`src/b64e_pkg.sv`:
```
// Shared types, constants and the character map of the base64 stream encoder.
// No dependencies.
`timescale 1ns / 1ps

package b64e_pkg;

  localparam int BYTE_W     = 8;
  localparam int SYM_W      = 6;
  localparam int HELD_W     = 4;
  localparam int GRP_CHARS  = 4;
  localparam int POS_W      = $clog2(GRP_CHARS);
  localparam int FIFO_DEPTH = 2;
  localparam int PTR_W      = (FIFO_DEPTH > 1) ? $clog2(FIFO_DEPTH) : 1;
  localparam int CNT_W      = $clog2(FIFO_DEPTH + 1);

  localparam logic [BYTE_W-1:0] PAD_CHAR = 8'h3D;

  // first character sits at index 0
  localparam logic [0:63][BYTE_W-1:0] ALPHABET =
    "Ag9jCXabcJKLV2345WmnopuvwxYZklMhi78NOPrstTUByz0defDEFGHI16+/QRSq";

  typedef enum logic [2:0] {
    PH_0 = 3'b001,
    PH_1 = 3'b010,
    PH_2 = 3'b100
  } phase_t;

  // one output character before mapping: a 6-bit symbol or a pad
  typedef struct packed {
    logic             pad;
    logic [SYM_W-1:0] idx;
  } code_t;

  // everything one byte produces, handed from front to back
  typedef struct packed {
    code_t [GRP_CHARS-1:0] code;
    logic  [POS_W-1:0]     cnt_m1;
    logic                  last;
  } grp_t;

  function automatic logic [BYTE_W-1:0] code_char(input code_t c);
    logic [BYTE_W-1:0] ch;
    if (c.pad) begin
      ch = PAD_CHAR;
    end else begin
      ch = ALPHABET[c.idx];
    end
    return ch;
  endfunction

endpackage

```
`src/b64e_if.sv`:
```
// Valid/ready channel interfaces of the base64 stream encoder.
// Depends on b64e_pkg.
`timescale 1ns / 1ps

interface b64e_in_if;
  import b64e_pkg::*;
  logic              valid;
  logic              ready;
  logic [BYTE_W-1:0] data_byte;
  logic              last;
  modport source (output valid, data_byte, last, input ready);
  modport sink   (input valid, data_byte, last, output ready);
endinterface

interface b64e_out_if;
  import b64e_pkg::*;
  logic              valid;
  logic              ready;
  logic [BYTE_W-1:0] out_char;
  logic              out_last;
  modport source (output valid, out_char, out_last, input ready);
  modport sink   (input valid, out_char, out_last, output ready);
endinterface

```
`src/b64e_front.sv`:
```
// Front end: takes bytes, tracks the group phase and leftover bits,
// and splits each byte into its symbol codes. Depends on b64e_pkg, b64e_if.
`timescale 1ns / 1ps

module b64e_front (
  input  logic            clk,
  input  logic            rst_n,
  b64e_in_if.sink         in_s,
  output logic            push_valid,
  output b64e_pkg::grp_t  push_data,
  input  logic            push_ready
);
  import b64e_pkg::*;

  phase_t            phase_r, phase_nxt;
  logic [HELD_W-1:0] held_r, held_nxt;
  logic [BYTE_W-1:0] b;
  logic              acc;
  grp_t              grp;

  assign b          = in_s.data_byte;
  assign in_s.ready = push_ready;
  assign push_valid = in_s.valid;
  assign acc        = in_s.valid && push_ready;
  assign push_data  = grp;

  always_comb begin
    grp       = '0;
    grp.last  = in_s.last;
    phase_nxt = phase_r;
    held_nxt  = held_r;
    unique case (phase_r)
      PH_1: begin
        grp.code[0].idx = {held_r[1:0], b[7:4]};
        if (in_s.last) begin
          grp.code[1].idx = {b[3:0], 2'b00};
          grp.code[2].pad = 1'b1;
          grp.cnt_m1      = POS_W'(2);
        end
        held_nxt  = b[3:0];
        phase_nxt = PH_2;
      end
      PH_2: begin
        grp.code[0].idx = {held_r[3:0], b[7:6]};
        grp.code[1].idx = b[5:0];
        grp.cnt_m1      = POS_W'(1);
        held_nxt        = '0;
        phase_nxt       = PH_0;
      end
      default: begin
        grp.code[0].idx = b[7:2];
        if (in_s.last) begin
          grp.code[1].idx = {b[1:0], 4'b0000};
          grp.code[2].pad = 1'b1;
          grp.code[3].pad = 1'b1;
          grp.cnt_m1      = POS_W'(3);
        end
        held_nxt  = {2'b00, b[1:0]};
        phase_nxt = PH_1;
      end
    endcase
    // final byte closes the group
    if (in_s.last) begin
      held_nxt  = '0;
      phase_nxt = PH_0;
    end
  end

  always_ff @(posedge clk) begin
    if (!rst_n) begin
      phase_r <= PH_0;
      held_r  <= '0;
    end else if (acc) begin
      phase_r <= phase_nxt;
      held_r  <= held_nxt;
    end
  end

endmodule

```
`src/b64e_fifo.sv`:
```
// Short queue of symbol groups between front and back ends.
// Depends on b64e_pkg.
`timescale 1ns / 1ps

module b64e_fifo (
  input  logic            clk,
  input  logic            rst_n,
  input  logic            push_valid,
  input  b64e_pkg::grp_t  push_data,
  output logic            push_ready,
  output logic            pop_valid,
  output b64e_pkg::grp_t  pop_data,
  input  logic            pop_ready
);
  import b64e_pkg::*;

  grp_t             mem_r [FIFO_DEPTH];
  logic [PTR_W-1:0] wr_ptr_r, rd_ptr_r;
  logic [CNT_W-1:0] cnt_r;
  logic             do_push, do_pop;

  assign push_ready = (cnt_r != CNT_W'(FIFO_DEPTH));
  assign pop_valid  = (cnt_r != '0);
  assign pop_data   = mem_r[rd_ptr_r];
  assign do_push    = push_valid && push_ready;
  assign do_pop     = pop_valid && pop_ready;

  function automatic logic [PTR_W-1:0] ptr_inc(input logic [PTR_W-1:0] p);
    return (p == PTR_W'(FIFO_DEPTH - 1)) ? '0 : p + PTR_W'(1);
  endfunction

  always_ff @(posedge clk) begin
    if (do_push) begin
      mem_r[wr_ptr_r] <= push_data;
    end
  end

  always_ff @(posedge clk) begin
    if (!rst_n) begin
      wr_ptr_r <= '0;
      rd_ptr_r <= '0;
      cnt_r    <= '0;
    end else begin
      if (do_push) begin
        wr_ptr_r <= ptr_inc(wr_ptr_r);
      end
      if (do_pop) begin
        rd_ptr_r <= ptr_inc(rd_ptr_r);
      end
      if (do_push && !do_pop) begin
        cnt_r <= cnt_r + CNT_W'(1);
      end else if (do_pop && !do_push) begin
        cnt_r <= cnt_r - CNT_W'(1);
      end
    end
  end

endmodule

```
`src/b64e_back.sv`:
```
// Back end: unless stalled, walks one symbol group a character per cycle
// into the output register via the alphabet. Depends on b64e_pkg, b64e_if.
`timescale 1ns / 1ps

module b64e_back (
  input  logic            clk,
  input  logic            rst_n,
  input  logic            grp_valid,
  input  b64e_pkg::grp_t  grp_data,
  output logic            grp_ready,
  b64e_out_if.source      out_s
);
  import b64e_pkg::*;

  grp_t              cur_r;
  logic              have_r;
  logic [POS_W-1:0]  pos_r;
  logic              out_valid_r;
  logic [BYTE_W-1:0] out_char_r;
  logic              out_last_r;
  logic              emit, at_end, take;

  assign emit      = have_r && (!out_valid_r || out_s.ready);
  assign at_end    = (pos_r == cur_r.cnt_m1);
  // next group loads in the cycle the current one hands out its final char
  assign grp_ready = !have_r || (emit && at_end);
  assign take      = grp_valid && grp_ready;

  assign out_s.valid    = out_valid_r;
  assign out_s.out_char = out_char_r;
  assign out_s.out_last = out_last_r;

  always_ff @(posedge clk) begin
    if (!rst_n) begin
      have_r      <= 1'b0;
      pos_r       <= '0;
      out_valid_r <= 1'b0;
    end else begin
      if (emit) begin
        out_valid_r <= 1'b1;
      end else if (out_s.ready) begin
        out_valid_r <= 1'b0;
      end
      if (take) begin
        have_r <= 1'b1;
        pos_r  <= '0;
      end else if (emit && at_end) begin
        have_r <= 1'b0;
      end else if (emit) begin
        pos_r <= pos_r + POS_W'(1);
      end
    end
  end

  always_ff @(posedge clk) begin
    if (take) begin
      cur_r <= grp_data;
    end
    if (emit) begin
      out_char_r <= code_char(cur_r.code[pos_r]);
      out_last_r <= cur_r.last && at_end;
    end
  end

endmodule

```
`src/base64_stream_encoder.sv`:
```
// Top level of the base64 stream encoder: front end, group queue, back end.
// Depends on b64e_pkg, b64e_if, b64e_front, b64e_fifo, b64e_back.
//
//   channel | dir | payload              | handshake
//   in_s    | in  | data_byte[7:0], last | valid/ready
//   out_s   | out | out_char[7:0], out_last | valid/ready
//
// A byte is taken every cycle while the two-entry group queue has room.
// The back end hands out one character a cycle unless the output stalls:
// a normal byte yields one or two characters, a final byte up to four; the
// back end sets the sustained rate.
// Reset is synchronous, active low; it clears phase, queue and output valid.
// A stalled output holds its character; the queue absorbs the stall first.
`timescale 1ns / 1ps

module base64_stream_encoder (
  input  logic        clk,
  input  logic        rst_n,
  b64e_in_if.sink     in_s,
  b64e_out_if.source  out_s
);
  import b64e_pkg::*;

  logic f_valid, f_ready, b_valid, b_ready;
  grp_t f_data, b_data;

  b64e_front u_front (
    .clk        (clk),
    .rst_n      (rst_n),
    .in_s       (in_s),
    .push_valid (f_valid),
    .push_data  (f_data),
    .push_ready (f_ready)
  );

  b64e_fifo u_fifo (
    .clk        (clk),
    .rst_n      (rst_n),
    .push_valid (f_valid),
    .push_data  (f_data),
    .push_ready (f_ready),
    .pop_valid  (b_valid),
    .pop_data   (b_data),
    .pop_ready  (b_ready)
  );

  b64e_back u_back (
    .clk       (clk),
    .rst_n     (rst_n),
    .grp_valid (b_valid),
    .grp_data  (b_data),
    .grp_ready (b_ready),
    .out_s     (out_s)
  );

endmodule

```
`src/flat_wrapper.sv`:
```
// flat-port wrapper written by rule: the top's interface ports become plain ports
module base64_stream_encoder_flat import b64e_pkg::*;
  (clk, rst_n, in_s_valid, in_s_data_byte, in_s_last, in_s_ready, out_s_valid, out_s_out_char, out_s_out_last, out_s_ready);
  b64e_in_if in_s_i ();
  b64e_out_if out_s_i ();
  input  logic clk;
  input  logic rst_n;
  input wire logic [$bits(in_s_i.valid)-1:0] in_s_valid;
  input wire logic [$bits(in_s_i.data_byte)-1:0] in_s_data_byte;
  input wire logic [$bits(in_s_i.last)-1:0] in_s_last;
  output wire logic [$bits(in_s_i.ready)-1:0] in_s_ready;
  output wire logic [$bits(out_s_i.valid)-1:0] out_s_valid;
  output wire logic [$bits(out_s_i.out_char)-1:0] out_s_out_char;
  output wire logic [$bits(out_s_i.out_last)-1:0] out_s_out_last;
  input wire logic [$bits(out_s_i.ready)-1:0] out_s_ready;
  assign in_s_i.valid = in_s_valid;
  assign in_s_i.data_byte = in_s_data_byte;
  assign in_s_i.last = in_s_last;
  assign in_s_ready = in_s_i.ready;
  assign out_s_valid = out_s_i.valid;
  assign out_s_out_char = out_s_i.out_char;
  assign out_s_out_last = out_s_i.out_last;
  assign out_s_i.ready = out_s_ready;
  base64_stream_encoder u_core (.clk(clk), .rst_n(rst_n), .in_s(in_s_i), .out_s(out_s_i));
endmodule
```
`config.mk`:
```
export PLATFORM = sky130hd
export DESIGN_NAME = base64_stream_encoder_flat
export DESIGN_NICKNAME = d
export VERILOG_FILES = /design/src/b64e_pkg.sv /design/src/b64e_if.sv /design/src/b64e_front.sv /design/src/b64e_fifo.sv /design/src/b64e_back.sv /design/src/base64_stream_encoder.sv /design/src/flat_wrapper.sv
export SDC_FILE = /design/constraint.sdc
export NUM_CORES = 1
export LEC_CHECK = 0
export ABC_AREA = 1
export BUFFER_PORTS_ARGS = -buffer_cell sky130_fd_sc_hd__buf_2
export CORE_MARGIN = 10
export CORE_UTILIZATION = 55
export DETAILED_ROUTE_END_ITERATION = 6
export PLACE_DENSITY = 0.81
export SYNTH_ARGS = -nofsm -noshare
export SYNTH_HDL_FRONTEND = slang
export SYNTH_SLANG_ARGS = --single-unit
```
`constraint.sdc`:
```
create_clock -name clk -period 2.1 [get_ports clk]
set_input_delay 0.21 -clock clk [delete_from_list [all_inputs] [get_ports clk]]
set_output_delay 0.21 -clock clk [all_outputs]
set_load 0.02 [all_outputs]
```
* Word level (Yosys, flattened, before mapping)
Memories as Yosys holds them, arrays and structs flattened. A register that Yosys moved wholly into a read port is not among the register bits. Index checks and enable logic that the tools add are counted.
Storage, ports and cells: register bits 30, memory bits (writable) 34, bits in read-only memories 512, output and inout port bits 11, memories kept 2
Memories:
- (no name shown) | words 64, bits a word 8, read ports 1, clocked after Yosys merged registers in 1, wr ports 0, RTL line b64e_pkg.sv:46 | ch = ALPHABET[c.idx];
- u_core.u_fifo.mem_r | words 2, bits a word 17, read ports 1, clocked after Yosys merged registers in 1, wr ports 1, RTL line b64e_fifo.sv:17 | grp_t mem_r [FIFO_DEPTH];
Cells by class: add/subtract/negate cells 5, magnitude comparators 1, equality and inequality tests 4, mux-type cells 25, bitwise logic cells 3, reductions and logical operators 20
Operator list (number):
- $pmux W8 S2 | 1
- $bmux W7 S2 | 1
- $mux W6 | 2
- $pmux W6 S2 | 1
- $mux W1 | 11
- $mux W2 | 4
- $pmux W4 S2 | 1
- $reduce_bool A2 Y1 | 4
- $logic_and A1 B1 Y1 | 7
- $mux W7 | 1
- $not A6 Y7 | 1
- $pmux W3 S2 | 1
- $add A2 B1 Y2 const B | 2
- $logic_not A1 Y1 | 4
- $mux W4 | 1
- $reduce_or A2 Y1 | 2
- $eq A3 B2 Y1 const B | 1
- $eq A3 B3 Y1 const B | 1
- $lt A2 B3 Y1 const B | 1
- $mux W3 | 1
- $add A1 B1 Y1 const B | 2
- $eq A2 B2 Y1 | 1
- $logic_or A1 B1 Y1 | 2
- $ne A2 B2 Y1 const B | 1
- 3 further kinds | 4

* Depth between registers and ports, before layout
depth after elaboration 9, mapped depth 15

* Modules after synthesis
A second synthesis with hierarchy kept.
Second synthesis, totals: cell total of the unflattened synthesis 558, area total of the unflattened synthesis 5765.5 µm²
By module, submodules not included:
- b64e_back | instances 1, cells each 315, area each 2602.5 µm², seq. area each 1251.2 µm²
- b64e_fifo | instances 1, cells each 133, area each 2487.4 µm², seq. area each 1961.9 µm²
- b64e_front | instances 1, cells each 110, area each 675.6 µm², seq. area each 140.1 µm²

* Worst setup path before layout
Ideal clock, no wire load.
path kind flip-flop to flip-flop, start register u_core.u_fifo.cnt_r[0], end memory u_core.u_fifo.mem_r[1][0] in the netlist's numbering (enable), library setup time 0.392 ns, arrival 1.600 ns, data required time 1.708 ns, setup slack 0.108 ns, stages on the path, launching flop included 6, buffers on the path 1, cell sequence dfxtp_1 inv_1 nand2_1 nand2_1 buf_2 nor2_1
On the way: word-level cells in the longest chain between the ends 4
RTL lines:
- start: declaration | RTL line b64e_fifo.sv:19 | logic [CNT_W-1:0] cnt_r;
- start signal: assignment | RTL line b64e_fifo.sv:51 | cnt_r <= cnt_r + CNT_W'(1);
- start signal: assignment | RTL line b64e_fifo.sv:53 | cnt_r <= cnt_r - CNT_W'(1);
- $ne A2 B2 Y1 | RTL line b64e_fifo.sv:22 | assign push_ready = (cnt_r != CNT_W'(FIFO_DEPTH));
- net in_s_ready | RTL line flat_wrapper.sv:11 | output wire logic [$bits(in_s_i.ready)-1:0] in_s_ready;
- $logic_and A1 B1 Y1 | RTL line b64e_fifo.sv:25 | assign do_push = push_valid && push_ready;
- $mux W1 | RTL line b64e_fifo.sv:33 | if (do_push) begin
- $mux W1 (not written as such) | RTL line b64e_fifo.sv:34 | mem_r[wr_ptr_r] <= push_data;
- end: declaration | RTL line b64e_fifo.sv:17
The timed path passes the listed nets, and every way through them passes these cells.

* Final worst setup path
start register u_core.u_back.pos_r[0], end register u_core.u_back.out_char_r[1], in the netlist u_core.u_back.out_s.out_char[1], data pin
On the way: word-level cells in the longest chain between the ends 3
RTL lines:
- start: declaration | RTL line b64e_back.sv:17 | logic [POS_W-1:0] pos_r;
- start signal: assignment | RTL line b64e_back.sv:50 | pos_r <= pos_r + POS_W'(1);
- $bmux W7 S2 (*) | RTL line b64e_back.sv:60 | out_char_r <= code_char(cur_r.code[pos_r]);
- $mux W7 (not written as such) (*) | RTL line b64e_back.sv:60
- $not A6 Y7 (not written as such) | RTL line b64e_pkg.sv:46
- end: declaration | RTL line b64e_back.sv:19 | logic [BYTE_W-1:0] out_char_r;
Every way passes the cells marked *; elsewhere a longest branch is shown, timed or not. The select of a mux whose other input is x is not followed. A chain may end at the register's enable or synchronous reset.

==> results.cfg <==
[layout]
layout-drive-gt1-share_pct = 20.3
final_nets = 500
multi_input_area_sq_um = 1600
layout_common_cells = 149 x nand2_1, 59 x edfxtp_1, 41 x nand3_1, 38 x inv_1, 28 x nor2_1
area_growth_pct = 13.9
diodes = 0
final_common_cell = nand2_1
fill_cells = 579
regArea_sq_um = 2080

[routing]
vias = 3086
drc = 0
wire_per_inst_um = 14.6
postRouteAntennaNets = 0
wl_um = 8430
avgViaCountPerCell = 5.33
drt-initial-drc-count = 137
drt_pass1_iterations = 4

[power]
power_density_nw_per_um2 = 1690
peakVddDrop_v = 0.000712
clockPowerShare_pct = 14.8
p_leak_nw = 1.94
combPwrFrac_pct = 54.1
switchingPower_mw = 3.39
seqPwrFrac_pct = 31.1
switching_share_pct = 45.4
intPower_mw = 4.07

[sta]
clock_skew_ns = 0.00728
period_minus_slack_ns = 1.96
setup_viol = 0
holdWs_ns = 0.126
clock.fmax_mhz = 510
slew_viol_final = 0
hold_viol = 0
rsz0062_at_grt = false
period_share_pct = 93.4
fin_setup_tns_ns = 0

[cts]
cts_buffer_depth = 2
cts_tree = built
post-cts-setup-buffers = 0
numCtsBuffers = 9
cts_num_sinks = 74
clock_latency_ns = 0.35
h-tree-depth = 3
clk_pin_slew_ns = 0.08
cts_root_buf = clkbuf_8

[setup_path]
path_class = register to register
cp_cell_sequence = buf_4 > nor2_4 > nor2_1 > nand2_2 > ha_1 > inv_1 > nand3_2 > nand2_1 > nor2_1 > o21ai_0 > nand2_1
worst-path-buf-inv = 2
crit_family = simple AND/OR/NAND/NOR gates
start_kind = register
cp_max_fo = 6
r2r_end = u_core.u_back.out_s.out_char[1]
rr_worst_depth = 11
crit_required_ns = 2.19
slowest_stage = dfxtp_4
crit_arrival_ns = 2.05
rrSetupSlack_ns = 0.14
crit_cells = 11
max_stage_delay_ns = 0.37
endpoint_kind = register
r2r_start = u_core.u_back.pos_r[0]

[floorplanning]
die_h_um = 104
ios = 24
fp.dieW_um = 104
num_rows = 30
core-area_sq_um = 6830
start_util_pct = 56.7
die-area_sq_um = 10800

[synth]
syn_area_sq_um = 3870
seq_area_frac_synth_pct = 53.5
synth-adder-area-share_pct = 2.91
synth_nets = 465
yosysTopAreaCellShare_pct = 45.8
synth-simple-area-share_pct = 28.5
synth_area_leaders = edfxtp_1 46%, nand2_1 15%, dfxtp_1 7.8%, nand3_1 5.7%, inv_1 3.7%
synthMuxAreaShare_pct = 0
synth_top_family_by_area = simple AND/OR/NAND/NOR gates
synthXorXnorAreaFrac_pct = 0.905
synth_area_per_cell_sq_um = 8.74
postSynthCellCount = 443
synth_compound_area_share_pct = 6.79
ys_warn_count = 0
synth.distinct_cells = 37
ys_ff_latch = 74
netlist.top_cell.by_area = edfxtp_1

[hold_path]
worstHoldPathCells = 3
holdPathEnd = u_core.u_front.held_r[3]
hp-class = primary input to register
min_from = in_s_data_byte[3]

[status]
status = finished, final reports clean

[grt]
grt_util_all_layers_pct = 15.2
grt_pass1_wl_um = 13900
grt_overflow = 0
grt_max_degree = 19
grt_pass1_vias = 2998
antenna_found_initial = 0

[place]
gp_congestion = 0.973
io_buffers = 22
hpwl_um = 6020

[run]
cap_violations = 0
## power by group through the flow
stage | logic [mW] | clock network [mW] | registers [mW]
floorplan | 2.81 | 0 | 2.43
global placement | 3.72 | 0 | 2.33
detailed placement | 3.75 | 0 | 2.34
CTS | 3.77 | 1.11 | 2.31
global route | 4.52 | 1.19 | 2.36
finish | 4.04 | 1.11 | 2.32
## cell type report
cell class | count | share of cell area, %
clock buffers | 9 | 2.81
clock inverters | 7 | 1.73
inverters | 44 | 3.80
multi-input cells | 309 | 36.3
flip-flops and latches | 74 | 47.1
well taps | 96 | 2.72
repair buffers | 40 | 5.56
## Yosys cell counts (all sizes together)
cell type and n:
buf 14, xnor2 2, or2 3, xor2 2, inv 43, a21oi 20, nand4 3, o221ai 6
o211ai 2, nand3 49, o32ai 1, clkbuf 2, o22ai 1, dfxtp 15, ha 9, clkinv 1
conb 1, o21ai 13, nor2 31, edfxtp 59, nor3 5, nand2 161
## flip-flops by register name (all words and copies together) (netlist names)
name / cells
u_core.u_back.have_r: 1
u_core.u_fifo.wr_ptr_r: 1
u_core.u_back.out_s.out_char: 7
u_core.u_back.out_s.valid: 1
u_core.u_back.out_s.out_last: 1
u_core.u_fifo.mem_r: 34
u_core.u_front.held_r: 4
u_core.u_fifo.cnt_r: 2
u_core.u_back.cur_r: 17
u_core.u_front.phase_r: 3
u_core.u_fifo.rd_ptr_r: 1
u_core.u_back.pos_r: 2
## routing by layer
layer  vias to the layer above  share of wire [%]  global-route usage (%)
li1                       1530                  -                       -
met1                      1414                 41                    17.0
met2                       110                 50                    26.2
met3                        32                5.5                    4.03
met4                         0                3.7                    7.46
met5                         -                  0                       0
## per-stage QoR
step           setup slack, ns  utilization (%)  std cells  instance area, sq um  power [mW]
4_1_cts                 0.0489             63.3        579                  4320        7.19
2_1_floorplan            0.108                -        443                  3870        5.24
5_1_grt                 0.0230             64.5        579                  4410        8.06
6_report                 0.138             64.5        579                  4410        7.46
3_5_place_dp            0.0685             60.3        563                  4120        6.09
3_3_place_gp            0.0892             60.3        563                  4120        6.05
## worst reg2reg max path, stage by stage (launching register included)
cell and delay, ns:
dfxtp_4 0.37, buf_4 0.15, nor2_4 0.05, nor2_1 0.11
nand2_2 0.12, ha_1 0.22, inv_1 0.15, nand3_2 0.13
nand2_1 0.11, nor2_1 0.05, o21ai_0 0.16, nand2_1 0.10
## timing repair
action / CTS / global route
hold buffers: 0 / 0
resized for setup: 0 / 20
setup endpoints to repair: 0 / 8
## cell families (layout without fill, tap and decap cells)
group | Yosys count | in the layout
xor gates and xnor gates | 4 | 4
other | 1 | 1
DFF | 74 | 74
AOI/OAI and AO/OA | 43 | 43
adders and majority gates | 9 | 9
buffers and inverters | 60 | 100
and+or+nand+nor | 252 | 252
## worst max path at each step
stage                      startpoint                               to  slack, ns
5_1_grt        u_core.u_back.pos_r[0]           u_core.u_fifo.cnt_r[1]       0.02
3_3_place_gp   u_core.u_back.pos_r[0]  u_core.u_back.out_s.out_char[3]       0.09
6_report       u_core.u_back.pos_r[0]  u_core.u_back.out_s.out_char[1]       0.14
4_1_cts        u_core.u_back.pos_r[0]  u_core.u_back.out_s.out_char[1]       0.05
3_5_place_dp   u_core.u_back.pos_r[0]  u_core.u_back.out_s.out_char[3]       0.07
2_1_floorplan  u_core.u_fifo.cnt_r[0]        u_core.u_fifo.mem_r[1][0]       0.11
Power figures use the tool's default switching activity.
